==> src/design/ebtd_pkg.sv <==
`timescale 1ns / 1ps

package ebtd_pkg;

  // Field widths.
  localparam int ENERGY_W   = 32;
  localparam int TIME_W     = 63;
  localparam int GAP_W      = 32;
  localparam int GAIN_W     = 10;
  localparam int TEMPO_W    = 17;
  localparam int CONF_W     = 12;
  localparam int Q_FRAC     = 8;

  // Configuration port.
  localparam int CFG_IDX_W  = 1;
  localparam int CFG_DATA_W = 32;
  localparam logic [CFG_IDX_W-1:0] CFG_MIN_GAP = 1'b0;
  localparam logic [CFG_IDX_W-1:0] CFG_GAIN    = 1'b1;

  // Energy history.
  localparam int ENERGY_DEPTH = 16;
  localparam int ESLOT_W      = $clog2(ENERGY_DEPTH);
  localparam int ESUM_W       = ENERGY_W + ESLOT_W;

  // Beat interval history.
  localparam int INTERVAL_DEPTH = 8;
  localparam int ISLOT_W        = (INTERVAL_DEPTH > 1) ? $clog2(INTERVAL_DEPTH) : 1;
  localparam int IVAL_W         = 32;
  localparam int ISUM_W         = IVAL_W + $clog2(INTERVAL_DEPTH);
  localparam int BEATS_W        = $clog2(INTERVAL_DEPTH + 2);

  // Tempo numerator: 60e6 us per minute times 256 for Q8.
  localparam int TNUM_BASE_W = 34;
  localparam int TNUM_W      = TNUM_BASE_W + BEATS_W;
  localparam logic [TNUM_BASE_W-1:0] TEMPO_NUM = 34'd15360000000;

  // Datapath widths.
  localparam int PROD_W   = GAIN_W + ENERGY_W;
  localparam int SCALED_W = ENERGY_W + Q_FRAC;
  localparam int DREM_W   = ISUM_W;
  localparam int DCNT_W   = $clog2(TEMPO_W + 1);

  // Saturation and reset values.
  localparam logic [TEMPO_W-1:0] TEMPO_MAX     = {TEMPO_W{1'b1}};
  localparam logic [CONF_W-1:0]  CONF_MAX      = {CONF_W{1'b1}};
  localparam logic [TEMPO_W-1:0] TEMPO_RESET   = 17'd30720;
  localparam logic [GAP_W-1:0]   MIN_GAP_RESET = 32'd200000;
  localparam logic [GAIN_W-1:0]  GAIN_RESET    = 10'd333;

  typedef enum logic [2:0] {
    ST_IDLE,
    ST_TEST,
    ST_DECIDE,
    ST_TLOAD,
    ST_CHECK,
    ST_ITER,
    ST_CLOAD,
    ST_OUT
  } st_e;

endpackage

==> src/design/ebtd_in_if.sv <==
`timescale 1ns / 1ps

interface ebtd_in_if;
  import ebtd_pkg::*;

  logic                valid;
  logic                ready;
  logic [ENERGY_W-1:0] frame_energy;
  logic [TIME_W-1:0]   time_us;

  modport source (output valid, output frame_energy, output time_us, input ready);
  modport sink   (input valid, input frame_energy, input time_us, output ready);
endinterface

==> src/design/ebtd_out_if.sv <==
`timescale 1ns / 1ps

interface ebtd_out_if;
  import ebtd_pkg::*;

  logic               valid;
  logic               ready;
  logic               beat;
  logic [TEMPO_W-1:0] tempo_q8;
  logic [CONF_W-1:0]  confidence_q8;

  modport source (output valid, output beat, output tempo_q8, output confidence_q8,
                  input ready);
  modport sink   (input valid, input beat, input tempo_q8, input confidence_q8,
                  output ready);
endinterface

==> src/design/energy_beat_tempo_detector_unit.sv <==
// Energy beat and tempo detector. Each input word carries one frame energy
// and its timestamp in microseconds; each one produces exactly one output word
// with the beat flag and the held tempo (Q9.8 BPM) and confidence (Q4.8). A
// frame is a beat when its energy times 256 exceeds the gain register times the
// mean of the last sixteen energies (the current one included) and more than
// min_gap_us has passed since the previous beat. A frame that is not a beat passes
// the test, decide and output states; the first beat adds the confidence
// division, and later beats add the tempo division before it; a saturating
// division finishes early. Both use the one shared restoring divider, which
// produces one quotient bit per cycle, 17 bits for the tempo and 12 bits for the
// confidence, each preceded by a single overflow check. A finished word waits in
// the output register, so the next frame can be accepted before it is taken. No
// clearing pass is needed after reset. Configuration must be written only while
// the block is idle; the block itself does not enforce this.
`timescale 1ns / 1ps

module energy_beat_tempo_detector_unit (
  input  logic                            clk_i,
  input  logic                            rst_ni,
  ebtd_in_if.sink                         in_i,
  ebtd_out_if.source                      out_o,
  input  logic                            cfg_we_i,
  input  logic [ebtd_pkg::CFG_IDX_W-1:0]  cfg_idx_i,
  input  logic [ebtd_pkg::CFG_DATA_W-1:0] cfg_data_i
);
  import ebtd_pkg::*;

  // Sequencer state.
  st_e state_q, state_d;

  // Configuration registers.
  logic [GAP_W-1:0]  min_gap_q;
  logic [GAIN_W-1:0] gain_q;

  // Energy history with its running sum, so the mean never needs a sweep.
  logic [ENERGY_W-1:0] ering_q [ENERGY_DEPTH];
  logic [ESLOT_W-1:0]  eslot_q, eslot_d;
  logic [ESUM_W-1:0]   esum_q, esum_d;
  logic                ering_we;

  // Interval history. Entries are only read once they have been written, so
  // the array carries no reset; the running sum replaces a sum over the ring.
  logic [IVAL_W-1:0]  iring_q [INTERVAL_DEPTH];
  logic [ISLOT_W-1:0] islot_q, islot_d;
  logic [ISUM_W-1:0]  isum_q, isum_d;
  logic               iring_we;
  logic [IVAL_W-1:0]  ival;

  logic [TIME_W-1:0]  last_q, last_d;
  logic [BEATS_W-1:0] beats_q, beats_d;
  logic [TEMPO_W-1:0] tempo_q, tempo_d;
  logic [CONF_W-1:0]  conf_q, conf_d;

  // Per-frame working registers.
  logic [ENERGY_W-1:0] energy_q, energy_d;
  logic [TIME_W-1:0]   now_q, now_d;
  logic [ENERGY_W-1:0] mean_q, mean_d, mean_now;
  logic [PROD_W-1:0]   prod_q, prod_d;
  logic [TIME_W-1:0]   diff_q, diff_d;
  logic                later_q, later_d;
  logic                beat_q, beat_d;
  logic                beat_now;
  logic [BEATS_W-1:0]  cnt_q, cnt_d;

  // Shared divider registers.
  logic [DREM_W-1:0]  drem_q, drem_d;
  logic [DREM_W-1:0]  dden_q, dden_d;
  logic [TEMPO_W-1:0] dlow_q, dlow_d;
  logic [TEMPO_W-1:0] dq_q, dq_d;
  logic [TEMPO_W-1:0] dq_next;
  logic [DCNT_W-1:0]  dcnt_q, dcnt_d;
  logic               dtempo_q, dtempo_d;
  logic [DREM_W:0]    dsh;
  logic [DREM_W+1:0]  dtrial;
  logic               dge;

  // Operand preparation for the two divisions.
  logic [TNUM_W-1:0]   tnum;
  logic [ENERGY_W-1:0] dm;
  logic [SCALED_W-1:0] cnum;

  // Output register.
  logic               ovalid_q, ovalid_d;
  logic               obeat_q, obeat_d;
  logic [TEMPO_W-1:0] otempo_q, otempo_d;
  logic [CONF_W-1:0]  oconf_q, oconf_d;
  logic               out_free;
  logic               in_acc;

  assign in_i.ready          = (state_q == ST_IDLE);
  assign in_acc              = in_i.valid && (state_q == ST_IDLE);
  assign out_free            = !ovalid_q || out_o.ready;
  assign out_o.valid         = ovalid_q;
  assign out_o.beat          = obeat_q;
  assign out_o.tempo_q8      = otempo_q;
  assign out_o.confidence_q8 = oconf_q;

  // The mean is taken from the sum that already includes the current frame.
  assign mean_now = ENERGY_W'(esum_q / ENERGY_DEPTH);

  // Beat decision: energy above gain times mean, and the gap long enough.
  assign beat_now = later_q
                 && (PROD_W'({energy_q, {Q_FRAC{1'b0}}}) > prod_q)
                 && (diff_q > TIME_W'(min_gap_q));

  // Intervals that do not fit 32 bits are clamped.
  assign ival = (|diff_q[TIME_W-1:IVAL_W]) ? {IVAL_W{1'b1}} : diff_q[IVAL_W-1:0];

  assign tnum = TNUM_W'(TEMPO_NUM) * TNUM_W'(cnt_q);
  assign dm   = energy_q - mean_q;
  assign cnum = {dm, {Q_FRAC{1'b0}}};

  // The shared subtractor. In the check cycle it compares the upper part of
  // the numerator with the divisor: if that part is not smaller, the quotient
  // cannot fit and the result saturates. A zero divisor lands here too. In the
  // iteration cycles it performs one restoring step with the next numerator bit.
  assign dsh     = (state_q == ST_CHECK) ? {1'b0, drem_q} : {drem_q, dlow_q[TEMPO_W-1]};
  assign dtrial  = {1'b0, dsh} - {2'b0, dden_q};
  assign dge     = !dtrial[DREM_W+1];
  assign dq_next = {dq_q[TEMPO_W-2:0], dge};

  // Next state.
  always_comb begin
    state_d = state_q;
    case (state_q)
      ST_IDLE: begin
        if (in_acc) begin
          state_d = ST_TEST;
        end
      end
      ST_TEST: begin
        state_d = ST_DECIDE;
      end
      ST_DECIDE: begin
        if (!beat_now) begin
          state_d = ST_OUT;
        end else if (beats_q != '0) begin
          state_d = ST_TLOAD;
        end else begin
          state_d = ST_CLOAD;
        end
      end
      ST_TLOAD: begin
        state_d = ST_CHECK;
      end
      ST_CHECK: begin
        if (dge) begin
          state_d = dtempo_q ? ST_CLOAD : ST_OUT;
        end else begin
          state_d = ST_ITER;
        end
      end
      ST_ITER: begin
        if (dcnt_q == DCNT_W'(1)) begin
          state_d = dtempo_q ? ST_CLOAD : ST_OUT;
        end
      end
      ST_CLOAD: begin
        // A beat at or below the mean has zero confidence.
        state_d = (energy_q <= mean_q) ? ST_OUT : ST_CHECK;
      end
      ST_OUT: begin
        if (out_free) begin
          state_d = ST_IDLE;
        end
      end
      default: begin
        state_d = ST_IDLE;
      end
    endcase
  end

  // Datapath control per state.
  always_comb begin
    eslot_d   = eslot_q;
    esum_d    = esum_q;
    ering_we  = 1'b0;
    islot_d   = islot_q;
    isum_d    = isum_q;
    iring_we  = 1'b0;
    last_d    = last_q;
    beats_d   = beats_q;
    tempo_d   = tempo_q;
    conf_d    = conf_q;
    energy_d  = energy_q;
    now_d     = now_q;
    mean_d    = mean_q;
    prod_d    = prod_q;
    diff_d    = diff_q;
    later_d   = later_q;
    beat_d    = beat_q;
    cnt_d     = cnt_q;
    drem_d    = drem_q;
    dden_d    = dden_q;
    dlow_d    = dlow_q;
    dq_d      = dq_q;
    dcnt_d    = dcnt_q;
    dtempo_d  = dtempo_q;
    obeat_d   = obeat_q;
    otempo_d  = otempo_q;
    oconf_d   = oconf_q;
    ovalid_d  = ovalid_q;

    if (ovalid_q && out_o.ready) begin
      ovalid_d = 1'b0;
    end

    case (state_q)
      ST_IDLE: begin
        if (in_acc) begin
          energy_d = in_i.frame_energy;
          now_d    = in_i.time_us;
          ering_we = 1'b1;
          esum_d   = esum_q - ESUM_W'(ering_q[eslot_q]) + ESUM_W'(in_i.frame_energy);
          eslot_d  = (eslot_q == ESLOT_W'(ENERGY_DEPTH - 1)) ? '0 : eslot_q + 1'b1;
        end
      end
      ST_TEST: begin
        mean_d  = mean_now;
        prod_d  = PROD_W'(gain_q) * PROD_W'(mean_now);
        diff_d  = now_q - last_q;
        later_d = (now_q > last_q);
      end
      ST_DECIDE: begin
        beat_d = beat_now;
        if (beat_now) begin
          last_d = now_q;
          if (beats_q != BEATS_W'(INTERVAL_DEPTH + 1)) begin
            beats_d = beats_q + 1'b1;
          end
          // The first beat only marks the time; later ones add an interval.
          if (beats_q != '0) begin
            iring_we = 1'b1;
            islot_d  = (islot_q == ISLOT_W'(INTERVAL_DEPTH - 1)) ? '0 : islot_q + 1'b1;
            cnt_d    = (beats_q < BEATS_W'(INTERVAL_DEPTH)) ? beats_q
                                                            : BEATS_W'(INTERVAL_DEPTH);
            // Once the ring is full the entry being replaced leaves the sum.
            if (beats_q == BEATS_W'(INTERVAL_DEPTH + 1)) begin
              isum_d = isum_q + ISUM_W'(ival) - ISUM_W'(iring_q[islot_q]);
            end else begin
              isum_d = isum_q + ISUM_W'(ival);
            end
          end
        end
      end
      ST_TLOAD: begin
        drem_d   = DREM_W'(tnum[TNUM_W-1:TEMPO_W]);
        dlow_d   = tnum[TEMPO_W-1:0];
        dden_d   = isum_q;
        dcnt_d   = DCNT_W'(TEMPO_W);
        dtempo_d = 1'b1;
      end
      ST_CHECK: begin
        if (dge) begin
          if (dtempo_q) begin
            tempo_d = TEMPO_MAX;
          end else begin
            conf_d = CONF_MAX;
          end
        end
      end
      ST_ITER: begin
        drem_d = dge ? dtrial[DREM_W-1:0] : dsh[DREM_W-1:0];
        dlow_d = {dlow_q[TEMPO_W-2:0], 1'b0};
        dq_d   = dq_next;
        dcnt_d = dcnt_q - 1'b1;
        if (dcnt_q == DCNT_W'(1)) begin
          if (dtempo_q) begin
            tempo_d = dq_next;
          end else begin
            conf_d = dq_next[CONF_W-1:0];
          end
        end
      end
      ST_CLOAD: begin
        if (energy_q <= mean_q) begin
          conf_d = '0;
        end else begin
          drem_d   = DREM_W'(cnum[SCALED_W-1:CONF_W]);
          dlow_d   = {cnum[CONF_W-1:0], {(TEMPO_W - CONF_W){1'b0}}};
          dden_d   = DREM_W'(mean_q);
          dcnt_d   = DCNT_W'(CONF_W);
          dtempo_d = 1'b0;
        end
      end
      ST_OUT: begin
        if (out_free) begin
          ovalid_d = 1'b1;
          obeat_d  = beat_q;
          otempo_d = tempo_q;
          oconf_d  = conf_q;
        end
      end
      default: begin
      end
    endcase
  end

  // Control and architectural state.
  always_ff @(posedge clk_i or negedge rst_ni) begin
    if (!rst_ni) begin
      state_q   <= ST_IDLE;
      min_gap_q <= MIN_GAP_RESET;
      gain_q    <= GAIN_RESET;
      eslot_q   <= '0;
      esum_q    <= '0;
      for (int i = 0; i < ENERGY_DEPTH; i++) begin
        ering_q[i] <= '0;
      end
      islot_q   <= '0;
      isum_q    <= '0;
      last_q    <= '0;
      beats_q   <= '0;
      tempo_q   <= TEMPO_RESET;
      conf_q    <= '0;
      ovalid_q  <= 1'b0;
    end else begin
      state_q  <= state_d;
      eslot_q  <= eslot_d;
      esum_q   <= esum_d;
      if (ering_we) begin
        ering_q[eslot_q] <= in_i.frame_energy;
      end
      islot_q  <= islot_d;
      isum_q   <= isum_d;
      last_q   <= last_d;
      beats_q  <= beats_d;
      tempo_q  <= tempo_d;
      conf_q   <= conf_d;
      ovalid_q <= ovalid_d;
      if (cfg_we_i) begin
        case (cfg_idx_i)
          CFG_MIN_GAP: min_gap_q <= cfg_data_i[GAP_W-1:0];
          CFG_GAIN:    gain_q    <= cfg_data_i[GAIN_W-1:0];
          default: begin
          end
        endcase
      end
    end
  end

  // Interval ring and working registers.
  always_ff @(posedge clk_i) begin
    if (iring_we) begin
      iring_q[islot_q] <= ival;
    end
    energy_q <= energy_d;
    now_q    <= now_d;
    mean_q   <= mean_d;
    prod_q   <= prod_d;
    diff_q   <= diff_d;
    later_q  <= later_d;
    beat_q   <= beat_d;
    cnt_q    <= cnt_d;
    drem_q   <= drem_d;
    dden_q   <= dden_d;
    dlow_q   <= dlow_d;
    dq_q     <= dq_d;
    dcnt_q   <= dcnt_d;
    dtempo_q <= dtempo_d;
    obeat_q  <= obeat_d;
    otempo_q <= otempo_d;
    oconf_q  <= oconf_d;
  end

endmodule

==> src/flat_wrapper.sv <==
// flat-port wrapper written by rule: the top's interface ports become plain ports
module energy_beat_tempo_detector_unit_flat import ebtd_pkg::*;
  (clk_i, rst_ni, cfg_we_i, cfg_idx_i, cfg_data_i, in_i_valid, in_i_frame_energy, in_i_time_us, in_i_ready, out_o_valid, out_o_beat, out_o_tempo_q8, out_o_confidence_q8, out_o_ready);
  ebtd_in_if in_i_i ();
  ebtd_out_if out_o_i ();
  input  logic clk_i;
  input  logic rst_ni;
  input  logic cfg_we_i;
  input  logic [ebtd_pkg::CFG_IDX_W-1:0] cfg_idx_i;
  input  logic [ebtd_pkg::CFG_DATA_W-1:0] cfg_data_i;
  input wire logic [$bits(in_i_i.valid)-1:0] in_i_valid;
  input wire logic [$bits(in_i_i.frame_energy)-1:0] in_i_frame_energy;
  input wire logic [$bits(in_i_i.time_us)-1:0] in_i_time_us;
  output wire logic [$bits(in_i_i.ready)-1:0] in_i_ready;
  output wire logic [$bits(out_o_i.valid)-1:0] out_o_valid;
  output wire logic [$bits(out_o_i.beat)-1:0] out_o_beat;
  output wire logic [$bits(out_o_i.tempo_q8)-1:0] out_o_tempo_q8;
  output wire logic [$bits(out_o_i.confidence_q8)-1:0] out_o_confidence_q8;
  input wire logic [$bits(out_o_i.ready)-1:0] out_o_ready;
  assign in_i_i.valid = in_i_valid;
  assign in_i_i.frame_energy = in_i_frame_energy;
  assign in_i_i.time_us = in_i_time_us;
  assign in_i_ready = in_i_i.ready;
  assign out_o_valid = out_o_i.valid;
  assign out_o_beat = out_o_i.beat;
  assign out_o_tempo_q8 = out_o_i.tempo_q8;
  assign out_o_confidence_q8 = out_o_i.confidence_q8;
  assign out_o_i.ready = out_o_ready;
  energy_beat_tempo_detector_unit u_core (.clk_i(clk_i), .rst_ni(rst_ni), .in_i(in_i_i), .out_o(out_o_i), .cfg_we_i(cfg_we_i), .cfg_idx_i(cfg_idx_i), .cfg_data_i(cfg_data_i));
endmodule
==> config.mk <==
export PLATFORM = sky130hd
export DESIGN_NAME = energy_beat_tempo_detector_unit_flat
export DESIGN_NICKNAME = d
export VERILOG_FILES = /design/src/design/ebtd_pkg.sv /design/src/design/ebtd_in_if.sv /design/src/design/ebtd_out_if.sv /design/src/design/energy_beat_tempo_detector_unit.sv /design/src/flat_wrapper.sv
export SDC_FILE = /design/constraint.sdc
export NUM_CORES = 2
export LEC_CHECK = 0
export BUFFER_PORTS_ARGS = -buffer_cell sky130_fd_sc_hd__buf_2
export CAP_MARGIN = 20
export CORE_MARGIN = 1.5
export CORE_UTILIZATION = 60
export DETAILED_ROUTE_END_ITERATION = 6
export GPL_TIMING_DRIVEN = 0
export PLACE_DENSITY = 0.77
export SYNTH_ARGS = -nofsm -noshare
export SYNTH_HDL_FRONTEND = slang
export SYNTH_SLANG_ARGS = --single-unit
==> constraint.sdc <==
create_clock -name clk_i -period 9.8 [get_ports clk_i]
set_clock_uncertainty 0.15 [all_clocks]
set_input_delay 1.96 -clock clk_i [delete_from_list [all_inputs] [get_ports clk_i]]
set_output_delay 1.96 -clock clk_i [all_outputs]
set_load 0.1 [all_outputs]
== Word level (Yosys, flattened, before mapping) ==
Memories as Yosys holds them, arrays and structs flattened.
Cells that the tools add are included.
Storage, ports and cells
  register bits after elaboration: 1109
  bits in writable memories: 256
  memories kept: 1
  output and inout port bits: 32
Operators by class
  reductions and logical operators: 27
  equal/unequal tests: 22
  multiplexer cells: 52
  bitwise logic cells: 2
  multipliers: 2
  order comparisons: 7
  $add $sub $neg: 11
Memory list
  u_core.iring_q: words 8, bits a word 32, rd ports 1, clocked after Yosys merged registers in 0, write ports 1, line energy_beat_tempo_detector_unit.sv:43  | logic [IVAL_W-1:0] iring_q [INTERVAL_DEPTH];
Operators with widths (number)
  bitwise mux 512 bit: 1
  2-to-1 mux 35 bit: 4
  binary-select mux 32 bit (select 4 bit): 1
  demux 32 bit (select 4 bit): 1
  2-to-1 mux 32 bit: 4
  one-hot mux 35 bit (3 select lines): 1
  2-to-1 mux 17 bit: 5
  one-hot mux 35 bit (2 select lines): 1
  greater-than comparator 63 x 32 -> 1 bit: 1
  greater-than comparator 63 bit: 1
  subtractor 63 bit: 1
  2-to-1 mux 12 bit: 5
  one-hot mux 17 bit (3 select lines): 1
  greater-than comparator 40 x 42 -> 1 bit: 1
  multiplier 10 x 32 -> 42 bit: 1
  subtractor 36 x 35 -> 37 bit: 1
  adder 36 x 32 -> 36 bit: 1
  2-to-1 mux 36 bit: 1
  one-hot mux 12 bit (3 select lines): 1
  subtractor 36 x 32 -> 36 bit: 1
  adder 35 x 32 -> 35 bit: 1
  subtractor 35 x 32 -> 35 bit: 1
  one-hot mux 17 bit (2 select lines): 1
  <= comparator 32 bit: 1
  other kinds (38): 85

== Depth between registers and ports, before layout ==
  depth in word-level cells: 7
  mapped depth: 29
  gate-level depth less buffers: 28

== Worst setup path before layout ==
No wires, ideal clock.
  path kind: reg-to-reg
  start: register u_core.state_q[2]
  end: register u_core.diff_q[0] (enable)
  required time: 9.013 ns
  stages on the path, launching flop included: 4
  setup slack: 2.456 ns
  clock period less this slack: 7.344 ns
  path buffers: 2
  arrival time: 6.557 ns
  cell sequence: dfrtp_1 > clkbuf_1 > clkbuf_1 > nor2_1
Between the ends
  longest elaborated chain between the ends: 1
Ends and longest elaborated chain
  start, declared: line energy_beat_tempo_detector_unit.sv:29  | st_e state_q, state_d;
  start signal, assigned: line energy_beat_tempo_detector_unit.sv:318  | state_q <= state_d;
  equality test 3 x 1 -> 1 bit: line energy_beat_tempo_detector_unit.sv:208  | case (state_q)
  end signal, assigned: line energy_beat_tempo_detector_unit.sv:351  | diff_q <= diff_d;
  end, declared: line energy_beat_tempo_detector_unit.sv:59  | logic [TIME_W-1:0] diff_q, diff_d;
No other way between the ends.
A chain may end at the register's enable or synchronous reset.

== Worst setup path after layout ==
  start: register u_core.diff_q[41]
  end: register u_core.isum_q[33]
Between the ends
  longest elaborated chain between the ends: 5
Ends and longest elaborated chain
  OR reduction 31 bit (*): line energy_beat_tempo_detector_unit.sv:107  | assign ival = (|diff_q[TIME_W-1:IVAL_W]) ? {IVAL_W{1'b1}} : diff_q[IVAL_W-1:0];
  2-to-1 mux 32 bit (*): line energy_beat_tempo_detector_unit.sv:107
  net u_core.ival[6]: line energy_beat_tempo_detector_unit.sv:47  | logic [IVAL_W-1:0] ival;
  adder 35 x 32 -> 35 bit (*): line energy_beat_tempo_detector_unit.sv:239, energy_beat_tempo_detector_unit.sv:241
  subtractor 35 x 32 -> 35 bit: line energy_beat_tempo_detector_unit.sv:239  | isum_d = isum_q + ISUM_W'(ival) - ISUM_W'(iring_q[islot_q]);
  2-to-1 mux 35 bit (*): line energy_beat_tempo_detector_unit.sv:238  | if (beats_q == BEATS_W'(INTERVAL_DEPTH + 1)) begin
  end signal, assigned: line energy_beat_tempo_detector_unit.sv:325  | isum_q <= isum_d;
  end, declared: line energy_beat_tempo_detector_unit.sv:45  | logic [ISUM_W-1:0] isum_q, isum_d;
Mark *: on every way through the listed nets, which the timed path passes. The rest lies on a longest branch.

==> impl_metrics.yaml <==
floorplanning:
  rows: 132
  die_height_um: 363.8
  coreArea_um2: 129300
  dieWidth_um: 363.8
  initial_core_util: 0.6039
  dieArea_um2: 132300
  io_pins: 165
synth:
  yosysSeqAreaShare: 0.4732
  synth_seq_cells: 1352
  synthesis.nets: 8079
  ys.flop_type: "dfrtp_1"
  synth.cell_area_um2: 78100
  yosys_warnings: 0
  synth_edf_count: 620
  synth_cells: 7273
  ys_types: 105
  synthArstFlopShare: 0.5414
  syn_avg_cell_area_um2: 10.74
min_path:
  hold_depth: 0
  hold_start: "u_core.conf_q[10]"
  hp-class: "reg -> reg"
  whs_endpoint: "u_core.out_o.confidence_q8[10]"
timing:
  setup_viol_count_final: 0
  tns_ns: 0
  fmax_mhz: 120.4
  worst_slew_pin_slew_ns: 1.141
  slew_headroom: 0.2393
  rsz0062_at_grt: "false"
  hold_violations: 0
  period_share: 0.8472
  slew_violations: 0
  setup_ws_ns: 1.497
  min_period_ns: 8.303
place:
  dp_cells: 9205
  gp_congestion: 0.9542
  post-place-ws_ns: 1.734
  portBuffers: 164
  dp_hpwl_mm: 163.7
run_status:
  status: "finished, final reports clean"
clocking:
  cts_root_buf: "clkbuf_16"
  cts_sinks: 1352
  post_cts_buffers: 0
  ctsLongestPathBuffers: 3
  cts_resized: 0
  clk_pin_slew_ns: 0.06
  ctsHoldBuffers: 0
  cts_tree: "done"
  numCtsBuffers: 143
  htree_levels: 4
  insertion_delay_ns: 0.80
grt:
  grt_pass1_vias: 58100
  grt_max_degree: 128
  antenna_found_initial: 8
  grt-ovfl-total: 0
  track_usage: 0.3315
  grt_pass1_wl_mm: 334.7
critical_path:
  r2r_start: "u_core.diff_q[41]"
  cpPeakStageDelay_ns: 0.58
  end_kind: "flip-flop"
  start_kind: "flip-flop"
  reg2reg_slack_ns: 1.50
  reg2reg_to: "u_core.isum_q[33]"
  arrival_ns: 8.79
  critPathMostFrequentCell: "a21oi_1"
  cp_slowest_cell: "or4_4"
  worstPathMaxFanout: 10
  worst-setup-path-type: "reg -> reg"
  r2r_cells: 29
  worstPathRequired_ns: 10.28
routing:
  vias: 57800
  drt-initial-drc-count: 5607
  dr.pass1.iters: 5
  drc: 0
  final_antenna_net_count: 0
  wirelength_mm: 215.9
  vias_per_cell: 6.104
  avgRoutedWirePerCell_um: 22.80
finish:
  post-route-util: 0.6688
  multi_input_area_um2: 37220
  layout.nets: 8415
  finalNonFillerCells: 9469
  fillers: 9763
  drive_gt1_frac: 0.09476
  syn2layout_area_growth_pct: 10.74
  register_area_um2: 36950
run:
  drv_cap: 0
## synth_stat cells, drive strengths merged (179+ instances only)
| cell | n | area share |
|---|---|---|
| and2 | 179 | 0.014 |
| xnor2 | 182 | 0.021 |
| nor2 | 197 | 0.0095 |
| fa | 278 | 0.071 |
| nand2 | 1031 | 0.050 |
| dfrtp | 717 | 0.23 |
| edfxtp | 620 | 0.24 |
| a21o | 200 | 0.019 |
| o21ai | 871 | 0.056 |
| ha | 395 | 0.063 |
| inv | 667 | 0.032 |
| clkbuf | 354 | 0.017 |
| a21oi | 299 | 0.019 |
## worst max path at each step
stage / slack [ns] / from / cells after the start / end
final: 1.50 / u_core.diff_q[41] / 29 / u_core.isum_q[33]
after global routing: 0.96 / u_core.diff_q[53] / 30 / u_core.isum_q[33]
after CTS: 1.62 / u_core.diff_q[41] / 29 / u_core.isum_q[33]
after detailed placement: 1.73 / u_core.diff_q[41] / 30 / u_core.isum_q[33]
after global placement: -8.85 / rst_ni / 1 / u_core.isum_q[34]
after floorplan: 2.46 / u_core.state_q[2] / 3 / u_core.diff_q[0]
## registers in the layout, indices dropped and copies added (netlist names), 36 cells and up
signal and count:
u_core.diff_q 63, u_core.ering_q 512, u_core.esum_q 36, u_core.iring_q 256, u_core.last_q 63, u_core.now_q 63, u_core.prod_q 42
## kinds of logic (layout without fill, tap and decap cells)
group,after synthesis,count (layout),synth area share
fa+ha+maj,675,675,0.1348
flops,1352,1352,0.4732
other cells,0,2,0
buf+inv,1058,1510,0.05146
simple gates,1818,1818,0.1069
compound gates,1827,1827,0.1413
mux,275,275,0.06219
xor+xnor,268,268,0.03015
## critical path: cells and delay by family, from the launching register on
kind / cells / cell delay (ns)
AND/OR/NAND/NOR: 5 / 2.11
XOR/XNOR: 2 / 0.35
adder cells (fa/ha/maj): 3 / 1.13
buffers and inverters: 2 / 0.64
AO/OA/AOI/OAI: 17 / 3.34
flip-flops: 1 / 0.37
## area by class of cell
class                           count  area share
Clock inverter                     63    0.008289
Antenna cell                        2  0.00005787
Buffer                            391     0.01758
Sequential cell                  1352      0.4273
Clock buffer                      198     0.04587
Timing Repair Buffer              191     0.01638
Multi-Input combinational cell   4863      0.4304
Tap cell                         1742     0.02520
Inverter                          667     0.02895
## placed cells by master, fill, tap and decap left out, drive strengths merged, types with 197 or more instances in the layout
cell / instances
clkbuf: 552
edfxtp: 620
buf: 228
nand2: 1031
a21o: 200
a21oi: 299
fa: 278
dfrtp: 717
inv: 676
o21ai: 871
nor2: 197
ha: 395
## layer usage
metal,track usage,share of wire,up-vias,wire length (um)
li1,-,-,26110,-
met1,0.4412,0.40,28830,87230
met2,0.5395,0.48,2376,102600
met3,0.05305,0.074,489,15980
met4,0.1492,0.046,4,10020
met5,0,0.00011,-,23
## metrics by stage
stage | cell area, um2 | hold slack [ns]
after floorplan | 78100 | 0.2503
after global placement | 81100 | 0.2846
after detailed placement | 81780 | 0.2851
after CTS | 86470 | 0.2966
after global routing | 86490 | 0.3110
final | 86490 | 0.2948
Power is left out: the tool's default activity adds up to more than one toggle a clock period on the data nets, which glitch-free logic cannot reach.
